$ cat config.mk
export PLATFORM = sky130hd
export DESIGN_NAME = rgb_to_hsv_converter_core
export DESIGN_NICKNAME = d
export VERILOG_FILES = /design/src/hdl/rhc_pkg.sv /design/src/hdl/rhc_prep.sv /design/src/hdl/rhc_div_cell.sv /design/src/hdl/rhc_post.sv /design/src/hdl/rgb_to_hsv_converter_core.sv
export SDC_FILE = /design/constraint.sdc
export NUM_CORES = 1
export LEC_CHECK = 0
export BUFFER_PORTS_ARGS = -buffer_cell sky130_fd_sc_hd__buf_2
export CELL_PAD_IN_SITES_DETAIL_PLACEMENT = 1
export CELL_PAD_IN_SITES_GLOBAL_PLACEMENT = 2
export CORE_MARGIN = 8
export CORE_UTILIZATION = 38
export DETAILED_ROUTE_END_ITERATION = 8
export PLACE_DENSITY_LB_ADDON = 0.3
export SYNTH_ARGS = -nofsm -noshare
export SYNTH_HDL_FRONTEND = slang
export SYNTH_SLANG_ARGS = --single-unit
export TNS_END_PERCENT = 20
$ cat constraint.sdc
create_clock -name clk_i -period 8.7 [get_ports clk_i]
set_input_delay 1.305 -clock clk_i [delete_from_list [all_inputs] [get_ports clk_i]]
set_output_delay 1.305 -clock clk_i [all_outputs]
set_load 0.05 [all_outputs]
$ cat src/hdl/rhc_pkg.sv
// ----------------------------------------------------------------------------
// rhc_pkg
// shared types and constants for the rgb to hsv converter pipeline
// ----------------------------------------------------------------------------
`default_nettype none

package rhc_pkg;

  localparam int unsigned ChanW   = 8;   // width of one color channel
  localparam int unsigned HueW    = 9;
  localparam int unsigned PctW    = 7;
  localparam int unsigned RemW    = 15;  // holds 100 * 255
  localparam int unsigned QuoW    = 7;   // quotients stay below 128
  localparam int unsigned NumCell = QuoW;

  localparam logic [HueW-1:0] HueOffRed   = 9'd0;
  localparam logic [HueW-1:0] HueOffWrap  = 9'd360;
  localparam logic [HueW-1:0] HueOffGreen = 9'd120;
  localparam logic [HueW-1:0] HueOffBlue  = 9'd240;

  // one pixel in flight through the divider row
  typedef struct packed {
    logic [RemW-1:0]  hue_rem;
    logic [QuoW-1:0]  hue_quo;
    logic [ChanW-1:0] hue_div;
    logic [RemW-1:0]  sat_rem;
    logic [QuoW-1:0]  sat_quo;
    logic [ChanW-1:0] sat_div;
    logic [HueW-1:0]  hue_off;
    logic             hue_neg;
    logic [PctW-1:0]  val;
  } rhc_beat_t;

endpackage

`default_nettype wire

$ cat src/hdl/rhc_prep.sv
// ----------------------------------------------------------------------------
// rhc_prep
// front stage: max, min, hue sector, numerators and divisors, value percent
// ----------------------------------------------------------------------------
`default_nettype none

module rhc_prep
  import rhc_pkg::*;
(
  input  wire logic             clk_i,
  input  wire logic             rst_ni,
  input  wire logic             valid_i,
  output logic                  ready_o,
  input  wire logic [ChanW-1:0] red_i,
  input  wire logic [ChanW-1:0] green_i,
  input  wire logic [ChanW-1:0] blue_i,
  output logic                  valid_o,
  input  wire logic             ready_i,
  output rhc_beat_t             beat_o
);

  logic             valid_q;
  rhc_beat_t        beat_d, beat_q;
  logic [ChanW-1:0] mx, mn, delta, hp, hq, diff;
  logic [RemW-1:0]  val_x;
  logic [RemW:0]    val_t;

  always_comb begin
    mx = red_i;
    if (green_i > mx) mx = green_i;
    if (blue_i > mx) mx = blue_i;
    mn = red_i;
    if (green_i < mn) mn = green_i;
    if (blue_i < mn) mn = blue_i;
    delta = mx - mn;

    beat_d = '0;
    // sector select, red wins ties, then green
    if (delta == '0) begin
      hp = '0;
      hq = '0;
      beat_d.hue_off = HueOffRed;
    end else if (mx == red_i) begin
      hp = green_i;
      hq = blue_i;
      beat_d.hue_off = (green_i >= blue_i) ? HueOffRed : HueOffWrap;
    end else if (mx == green_i) begin
      hp = blue_i;
      hq = red_i;
      beat_d.hue_off = HueOffGreen;
    end else begin
      hp = red_i;
      hq = green_i;
      beat_d.hue_off = HueOffBlue;
    end
    beat_d.hue_neg = (hp < hq);
    diff = beat_d.hue_neg ? (hq - hp) : (hp - hq);
    beat_d.hue_rem = RemW'(diff) * RemW'(60);
    beat_d.hue_div = (delta == '0) ? ChanW'(1) : delta;

    // a black pixel divides zero by one
    beat_d.sat_rem = RemW'(delta) * RemW'(100);
    beat_d.sat_div = (mx == '0) ? ChanW'(1) : mx;

    // floor(x / 255) as (x + x/256 + 1) / 256, exact over this range
    val_x = RemW'(mx) * RemW'(100);
    val_t = (RemW+1)'(val_x) + (RemW+1)'(val_x >> 8) + (RemW+1)'(1);
    beat_d.val = val_t[8 +: PctW];
  end

  assign ready_o = !valid_q || ready_i;

  always_ff @(posedge clk_i or negedge rst_ni) begin
    if (!rst_ni) begin
      valid_q <= 1'b0;
    end else if (ready_o) begin
      valid_q <= valid_i;
    end
  end

  always_ff @(posedge clk_i) begin
    if (ready_o && valid_i) begin
      beat_q <= beat_d;
    end
  end

  assign valid_o = valid_q;
  assign beat_o  = beat_q;

endmodule

`default_nettype wire

$ cat src/hdl/rhc_div_cell.sv
// ----------------------------------------------------------------------------
// rhc_div_cell
// one restoring divide step for hue and saturation, one quotient bit each
// ----------------------------------------------------------------------------
`default_nettype none

module rhc_div_cell
  import rhc_pkg::*;
#(
  parameter int unsigned Shift = 0
) (
  input  wire logic      clk_i,
  input  wire logic      rst_ni,
  input  wire logic      valid_i,
  output logic           ready_o,
  input  wire rhc_beat_t beat_i,
  output logic           valid_o,
  input  wire logic      ready_i,
  output rhc_beat_t      beat_o
);

  logic            valid_q;
  rhc_beat_t       beat_d, beat_q;
  logic [RemW:0]   hue_sub, sat_sub;

  always_comb begin
    beat_d  = beat_i;
    hue_sub = (RemW+1)'(beat_i.hue_div) << Shift;
    sat_sub = (RemW+1)'(beat_i.sat_div) << Shift;
    if ((RemW+1)'(beat_i.hue_rem) >= hue_sub) begin
      beat_d.hue_rem        = beat_i.hue_rem - hue_sub[RemW-1:0];
      beat_d.hue_quo[Shift] = 1'b1;
    end
    if ((RemW+1)'(beat_i.sat_rem) >= sat_sub) begin
      beat_d.sat_rem        = beat_i.sat_rem - sat_sub[RemW-1:0];
      beat_d.sat_quo[Shift] = 1'b1;
    end
  end

  assign ready_o = !valid_q || ready_i;

  always_ff @(posedge clk_i or negedge rst_ni) begin
    if (!rst_ni) begin
      valid_q <= 1'b0;
    end else if (ready_o) begin
      valid_q <= valid_i;
    end
  end

  always_ff @(posedge clk_i) begin
    if (ready_o && valid_i) begin
      beat_q <= beat_d;
    end
  end

  assign valid_o = valid_q;
  assign beat_o  = beat_q;

endmodule

`default_nettype wire

$ cat src/hdl/rhc_post.sv
// ----------------------------------------------------------------------------
// rhc_post
// output register: applies hue offset and rounding direction
// ----------------------------------------------------------------------------
`default_nettype none

module rhc_post
  import rhc_pkg::*;
(
  input  wire logic            clk_i,
  input  wire logic            rst_ni,
  input  wire logic            valid_i,
  output logic                 ready_o,
  input  wire rhc_beat_t       beat_i,
  output logic                 valid_o,
  input  wire logic            ready_i,
  output logic [HueW-1:0]      hue_o,
  output logic [PctW-1:0]      sat_o,
  output logic [PctW-1:0]      val_o
);

  logic            valid_q;
  logic [HueW-1:0] hue_d, hue_q, hue_ceil;
  logic [PctW-1:0] sat_q, val_q;

  always_comb begin
    // negative side rounds the magnitude up so the sum rounds down
    hue_ceil = HueW'(beat_i.hue_quo) + HueW'(beat_i.hue_rem != '0);
    hue_d    = beat_i.hue_neg ? (beat_i.hue_off - hue_ceil)
                              : (beat_i.hue_off + HueW'(beat_i.hue_quo));
  end

  assign ready_o = !valid_q || ready_i;

  always_ff @(posedge clk_i or negedge rst_ni) begin
    if (!rst_ni) begin
      valid_q <= 1'b0;
    end else if (ready_o) begin
      valid_q <= valid_i;
    end
  end

  always_ff @(posedge clk_i) begin
    if (ready_o && valid_i) begin
      hue_q <= hue_d;
      sat_q <= beat_i.sat_quo;
      val_q <= beat_i.val;
    end
  end

  assign valid_o = valid_q;
  assign hue_o   = hue_q;
  assign sat_o   = sat_q;
  assign val_o   = val_q;

endmodule

`default_nettype wire

$ cat src/hdl/rgb_to_hsv_converter_core.sv
// ----------------------------------------------------------------------------
// rgb_to_hsv_converter_core
// streaming rgb to hsv pixel converter built from a row of divider cells
// ----------------------------------------------------------------------------
// pipeline: front stage, 7 divider cells and the output register, each registered
// throughput: one pixel per cycle; every stage holds one pixel and moves on
//   whenever the stage after it is empty or moving
// reset: rst_ni clears all stage valid flags asynchronously; payload is not
//   reset
`default_nettype none

module rgb_to_hsv_converter_core
  import rhc_pkg::*;
(
  input  wire logic        clk_i,
  input  wire logic        rst_ni,
  // pixel in: [7:0] red, [15:8] green, [23:16] blue
  input  wire logic        s_axis_tvalid,
  output logic             s_axis_tready,
  input  wire logic [23:0] s_axis_tdata,
  // result out: [8:0] hue, [15:9] saturation, [22:16] brightness, [23] zero
  output logic             m_axis_tvalid,
  input  wire logic        m_axis_tready,
  output logic [23:0]      m_axis_tdata
);

  // handshake and payload between neighbors in the row
  logic      valid_w [NumCell+1];
  logic      ready_w [NumCell+1];
  rhc_beat_t beat_w  [NumCell+1];

  logic [HueW-1:0] hue;
  logic [PctW-1:0] saturation, brightness;

  // front stage: extremes, sector choice, numerators, value percent
  rhc_prep u_prep (
    .clk_i   (clk_i),
    .rst_ni  (rst_ni),
    .valid_i (s_axis_tvalid),
    .ready_o (s_axis_tready),
    .red_i   (s_axis_tdata[7:0]),
    .green_i (s_axis_tdata[15:8]),
    .blue_i  (s_axis_tdata[23:16]),
    .valid_o (valid_w[0]),
    .ready_i (ready_w[0]),
    .beat_o  (beat_w[0])
  );

  // divider row: cell k resolves quotient bit (msb - k) of both divisions
  for (genvar k = 0; k < NumCell; k++) begin : g_cell
    rhc_div_cell #(
      .Shift (NumCell - 1 - k)
    ) u_cell (
      .clk_i   (clk_i),
      .rst_ni  (rst_ni),
      .valid_i (valid_w[k]),
      .ready_o (ready_w[k]),
      .beat_i  (beat_w[k]),
      .valid_o (valid_w[k+1]),
      .ready_i (ready_w[k+1]),
      .beat_o  (beat_w[k+1])
    );
  end

  // output register: hue offset with floor on the negative side
  rhc_post u_post (
    .clk_i   (clk_i),
    .rst_ni  (rst_ni),
    .valid_i (valid_w[NumCell]),
    .ready_o (ready_w[NumCell]),
    .beat_i  (beat_w[NumCell]),
    .valid_o (m_axis_tvalid),
    .ready_i (m_axis_tready),
    .hue_o   (hue),
    .sat_o   (saturation),
    .val_o   (brightness)
  );

  // pack result fields, lowest first, padded to whole bytes
  assign m_axis_tdata = {1'b0, brightness, saturation, hue};

endmodule

`default_nettype wire

Word level (Yosys, flattened, before mapping):

Cells that the tools add are included.

* shifts and indexed selects: 0
* multiplexer cells: 28
* $mul: 3
* $add $sub $neg: 21
* equal/unequal tests: 2
* reduce and logical (&&, ||, !) cells: 30
* divide/modulo/power cells: 0
* order comparisons: 20
* bitwise logic cells: 0

Operator list (number)
* $mux 15: 12
* $mux 8: 12
* $ge 15x10->1: 2
* $ge 15x11->1: 2
* $ge 15x12->1: 2
* $ge 15x13->1: 2
* $ge 15x8->1: 2
* $ge 15x9->1: 2
* $sub 15x10->15: 2
* $sub 15x11->15: 2
* $sub 15x12->15: 2
* $sub 15x13->15: 2
* $sub 15x9->15: 2
* $mux 9: 3
* $mul 8x5->13 const B: 2
* $lt 8x8->1: 3
* $sub 8x8->8: 3
* $eq 8x8->1: 2
* $gt 8x8->1: 2
* $logic_not 8->1: 2
* $mux 16: 1
* $add 15x1->15 const B: 1
* $add 15x7->15: 1
* $ge 15x14->1: 1
* 13 further kinds: 37

* output and inout bits: 26
* logic and storage cells: 197
* memories kept: 0
* RAM bits: 0
* memory bits (read-only): 0
* input port bits: 28
* bits in registers: 556
* latch bits: 0

Depth between registers and ports, before layout:

* depth after elaboration: 11
* mapped depth: 58
* depth with buffers taken out: 55

Hierarchy:

From an unflattened synthesis, not the netlist that was laid out.

* cell total of the unflattened synthesis: 2694
* area total of the unflattened synthesis: 34013.9 um^2

By module, submodules not included
* rhc_prep: times used 1, seq. area each 1646.6 um^2, area an instance 7686.1 um^2, cells each 846
* rhc_div_cell at g_cell[6].u_cell: times used 1, seq. area each 2337.2 um^2, area an instance 3666.0 um^2, cells each 261
* rhc_div_cell at g_cell[4].u_cell: times used 1, seq. area each 2337.2 um^2, area an instance 3664.8 um^2, cells each 260
* rhc_div_cell at g_cell[5].u_cell: times used 1, seq. area each 2337.2 um^2, area an instance 3624.7 um^2, cells each 268
* rhc_div_cell at g_cell[2].u_cell: times used 1, seq. area each 2337.2 um^2, area an instance 3545.9 um^2, cells each 236
* rhc_div_cell at g_cell[3].u_cell: times used 1, seq. area each 2337.2 um^2, area an instance 3543.4 um^2, cells each 245
* rhc_div_cell at g_cell[1].u_cell: times used 1, seq. area each 2337.2 um^2, area an instance 3458.3 um^2, cells each 226
* rhc_div_cell at g_cell[0].u_cell: times used 1, seq. area each 2337.2 um^2, area an instance 3449.6 um^2, cells each 233
* rhc_post: times used 1, seq. area each 715.7 um^2, area an instance 1363.8 um^2, cells each 117
* rgb_to_hsv_converter_core: times used 1, seq. area each 0.0 um^2, area an instance 11.3 um^2, cells each 2

Worst setup path after synthesis:

Ideal clock, no wire load.

* kind: input port to flip-flop
* start: input port s_axis_tdata[1]
* end: register u_prep.beat_q, in the netlist u_prep.beat_o[75] (data pin)
* setup time: 0.258 ns
* stages on the path: 53
* setup slack: -3.662 ns
* arrival: 12.104 ns
* path buffers: 5
* required time: 8.442 ns
* cells stage by stage: inv_1 ha_1 nor2b_1 o211a_1 o21a_4 o21ai_4 buf_1 mux2_2 inv_1 ha_1 and4_1 and2_1 clkbuf_1 nand3b_1 o2bb2ai_2 nor2_1 buf_2 o21ai_0 [17 not listed] nand2b_1 inv_2 mux2_2 a21oi_1 o22ai_1 a21o_1 xor2_1 inv_1 maj3_1 fa_1 inv_1 ha_1 inv_1 o21bai_1 a21oi_1 o21bai_1 a21oi_1 xnor2_1

RTL lines
* start: declaration: RTL line rgb_to_hsv_converter_core.sv:20 `input wire logic [23:0] s_axis_tdata,`
* end signal: assignment: RTL line rhc_prep.sv:83 `beat_q <= beat_d;`
* end: declaration: RTL line rhc_prep.sv:23 `rhc_beat_t beat_d, beat_q;`

==> impl_metrics.tcl <==
set metrics [dict create \
    nFillCells 7754 \
    fin_cells 3710 \
    place_congestion 0.886 \
    synthAdderAreaFrac_pct 13.7 \
    synth-compound-area-share_pct 11.4 \
    postCtsHoldBufs 0 \
    crit_family "compound AO/OA/AOI/OAI gates" \
    synth_warnings 0 \
    clock.fmax_mhz 97.1 \
    slew_viol_final 0 \
    fin_setup_tns_ns -10.98 \
    area_delta_synth_final_pct 21.3 \
    cp-end-kind "register" \
    fp-row-count 99 \
    place_hpwl_mm 48.7 \
    rsz0062_at_grt "true" \
    worst_path_max_delay_cell "fa_1" \
    ys_ff_latch 502 \
    tightest_slew_ns 1.18 \
    antenna_found_initial 0 \
    cts_tree "yes" \
    clockRootBuffer "clkbuf_16" \
    relSlewSlack_pct 21.1 \
    clock_skew_ns 0.0174 \
    synth_seq_area_share_pct 53.8 \
    cp-start-kind "input port" \
    cts_max_path_buffers 3 \
    path_max_fanout 6 \
    portBuffers 52 \
    grt_remaining_overflow 0 \
    grt_pass1_wl_mm 100 \
    fin_nets 3028 \
    critPathBufInv 17 \
    cts.clk_slew.worst_paths_ns 0.06 \
    synthMuxAreaShare_pct 1.24 \
    n_antenna_cell 0 \
    pwr_density_cell_mw_per_mm2 451 \
    die_h_microns 287 \
    via_per_inst 4.97 \
    status "finished with violations" \
    synth_edf_count 493 \
    netlist_instances 2373 \
    dieArea_sq_mm 0.0825 \
    p_leak_uw 0.0140 \
    worstPathArrival_ns 10.63 \
    synth_xor_area_share_pct 5.52 \
    drtIter0Drc 672 \
    layout_commonest_cell "edfxtp_1" \
    fin_crit_ns 10.30 \
    worstPathRequired_ns 9.03 \
    final_antenna_net_count 0 \
    initial_utilization_pct 38.4 \
    htree_num_levels 2 \
    hp-class "register to register" \
    synthSimpleGateAreaFrac_pct 10.1 \
    finalSetupViolCount 9 \
    hold_violations 0 \
    syn_area_per_cell_sq_um 11.8 \
    worst_path_most_repeated_cell "buf_4" \
    first_global_vias 20110 \
    async_flop_share_pct 1.79 \
    regArea_sq_mm 0.0150 \
    dp.cells 3578 \
    final_cell_mix "edfxtp_1, buf_4, inv_1, ha_1, nor2_1" \
    syn_nets 2686 \
    violations "negative setup slack" \
    criticalPathCategory "input port to register" \
    critPathMaxStageDelay_ns 0.51 \
    drc 0 \
    boundaryPins 54 \
    synthDistinctLibCells 82 \
    routed_wl_mm 61.2 \
    syn-cell-area_sq_mm 0.0279 \
    synth_flop_cell "edfxtp_1" \
    drive_above_1_share_pct 20.6 \
    utilization_pct 46.5 \
    vias 18454 \
    numClockSinks 502 \
    vdd.ir_drop.worst_mv 0.282 \
    grt_max_degree 66 \
    multi_input_area_sq_mm 0.0126 \
    drv_cap 0 \
    wl_per_cell_microns 16.5 \
    first_pass_iters 4 \
    dpl_worst_slack_ns -2.65 \
    setup_slack_ns -1.60 \
    fin_crit_sh_pct 118 \
    die_w_microns 287 \
    synth_top_family_by_area "adder cells" \
    clk_latency_ns 0.58 \
    track_usage_pct 14.7 \
    core_area_sq_mm 0.0728 \
    cts_inserted_buffers 49 \
]
## Yosys cell counts, drive strengths merged, types with 37 or more instances
master | number | area [sq um]
nand3 | 42 | 210
nor2b | 42 | 263
edfxtp | 493 | 14800
clkbuf | 37 | 139
nand2b | 58 | 363
xnor2 | 118 | 1030
nor2 | 179 | 672
nand2 | 96 | 368
ha | 253 | 3170
a21o | 69 | 518
a21oi | 184 | 932
inv | 259 | 972
xor2 | 58 | 508
o21ai | 123 | 646
## state kept, by name, indices dropped and copies added (netlist names)
name / cells
u_prep.valid_o: 1
g_cell.u_cell.valid_o: 7
u_post.hue_o: 9
u_post.val_o: 7
g_cell.u_cell.beat_o: 416
u_post.valid_o: 1
u_post.sat_o: 7
u_prep.beat_o: 54
## through the flow
stage | cell area [sq um] | total power [uW] | hold slack [ns]
2_1_floorplan | 28400 | 10200 | 0.400
3_3_place_gp | 31500 | 12400 | 0.405
3_5_place_dp | 31500 | 12700 | 0.406
4_1_cts | 33600 | 15300 | 0.412
5_1_grt | 33900 | 16500 | 0.418
6_report | 33900 | 15300 | 0.412
## per-layer routing
layer | share of wire, % | vias to the layer above | GRT usage, %
met5 | 0 | - | 0
met2 | 54 | 209 | 28.7
met1 | 40 | 8894 | 15.9
met3 | 2.7 | 106 | 2.03
met4 | 3.5 | 0 | 5.27
li1 | - | 9245 | -
## layout make-up
class	count	area share, %
Sequential cell	502	44.3
Multi-Input combinational cell	1564	37.0
Timing Repair Buffer	339	7.36
Clock buffer	55	3.81
Tap cell	959	3.54
Inverter	259	2.93
Clock inverter	32	0.975
## timing repair
| item | in CTS | in global routing |
|---|---|---|
| buffers inserted | 30 | 16 |
| cloned | 2 | 0 |
| pin swaps | 54 | 29 |
| hold endpoints to repair | 0 | 0 |
| endpoints found under the setup margin | 10 | 10 |
| gates resized for setup | 58 | 43 |
## cells by family after synthesis
group / count (synthesis)
simple gates: 561
compound gates: 505
flops: 502
buf+inv: 308
fa+ha+maj: 287
xor+xnor: 176
mux: 33
other cells: 1
## where the power goes
group          internal [uW]  leakage [uW]  switching (uW)
logic                   4030       0.00842            4450
clock network           1250      0.000785             866
registers               4220       0.00480             474
## final timing paths
path / start / to / slack (ns) / cells past startpoint
setup / recovery: s_axis_tdata[1] / u_prep.beat_o[71]$_DFFE_PP_ / -1.60 / 56
hold / removal: g_cell[6].u_cell.beat_o[3]$_DFFE_PP_ / u_post.val_o[3]$_DFFE_PP_ / 0.41 / 0
setup reg to reg: g_cell[5].u_cell.beat_o[48]$_DFFE_PP_ / g_cell[6].u_cell.beat_o[76]$_DFFE_PP_ / 4.98 / 14
hold reg to reg: g_cell[6].u_cell.beat_o[3]$_DFFE_PP_ / u_post.val_o[3]$_DFFE_PP_ / 0.41 / 0
max in group asynchronous: rst_ni / g_cell[6].u_cell.valid_o$_DFFE_PN0P_ / 7.95 / 1
min in group asynchronous: rst_ni / g_cell[1].u_cell.valid_o$_DFFE_PN0P_ / 0.57 / 1
## worst reg2reg max path, delay by kind of cell, from the launching register on
| kind | cells | cell delay [ns] |
|---|---|---|
| and+or+nand+nor | 4 | 1.30 |
| AOI/OAI and AO/OA | 7 | 1.24 |
| DFF | 1 | 0.38 |
| adders and majority gates | 1 | 0.31 |
| xor gates and xnor gates | 1 | 0.17 |
| buffers and inverters | 1 | 0.06 |
Note: power is estimated with default switching activity, not from simulation.
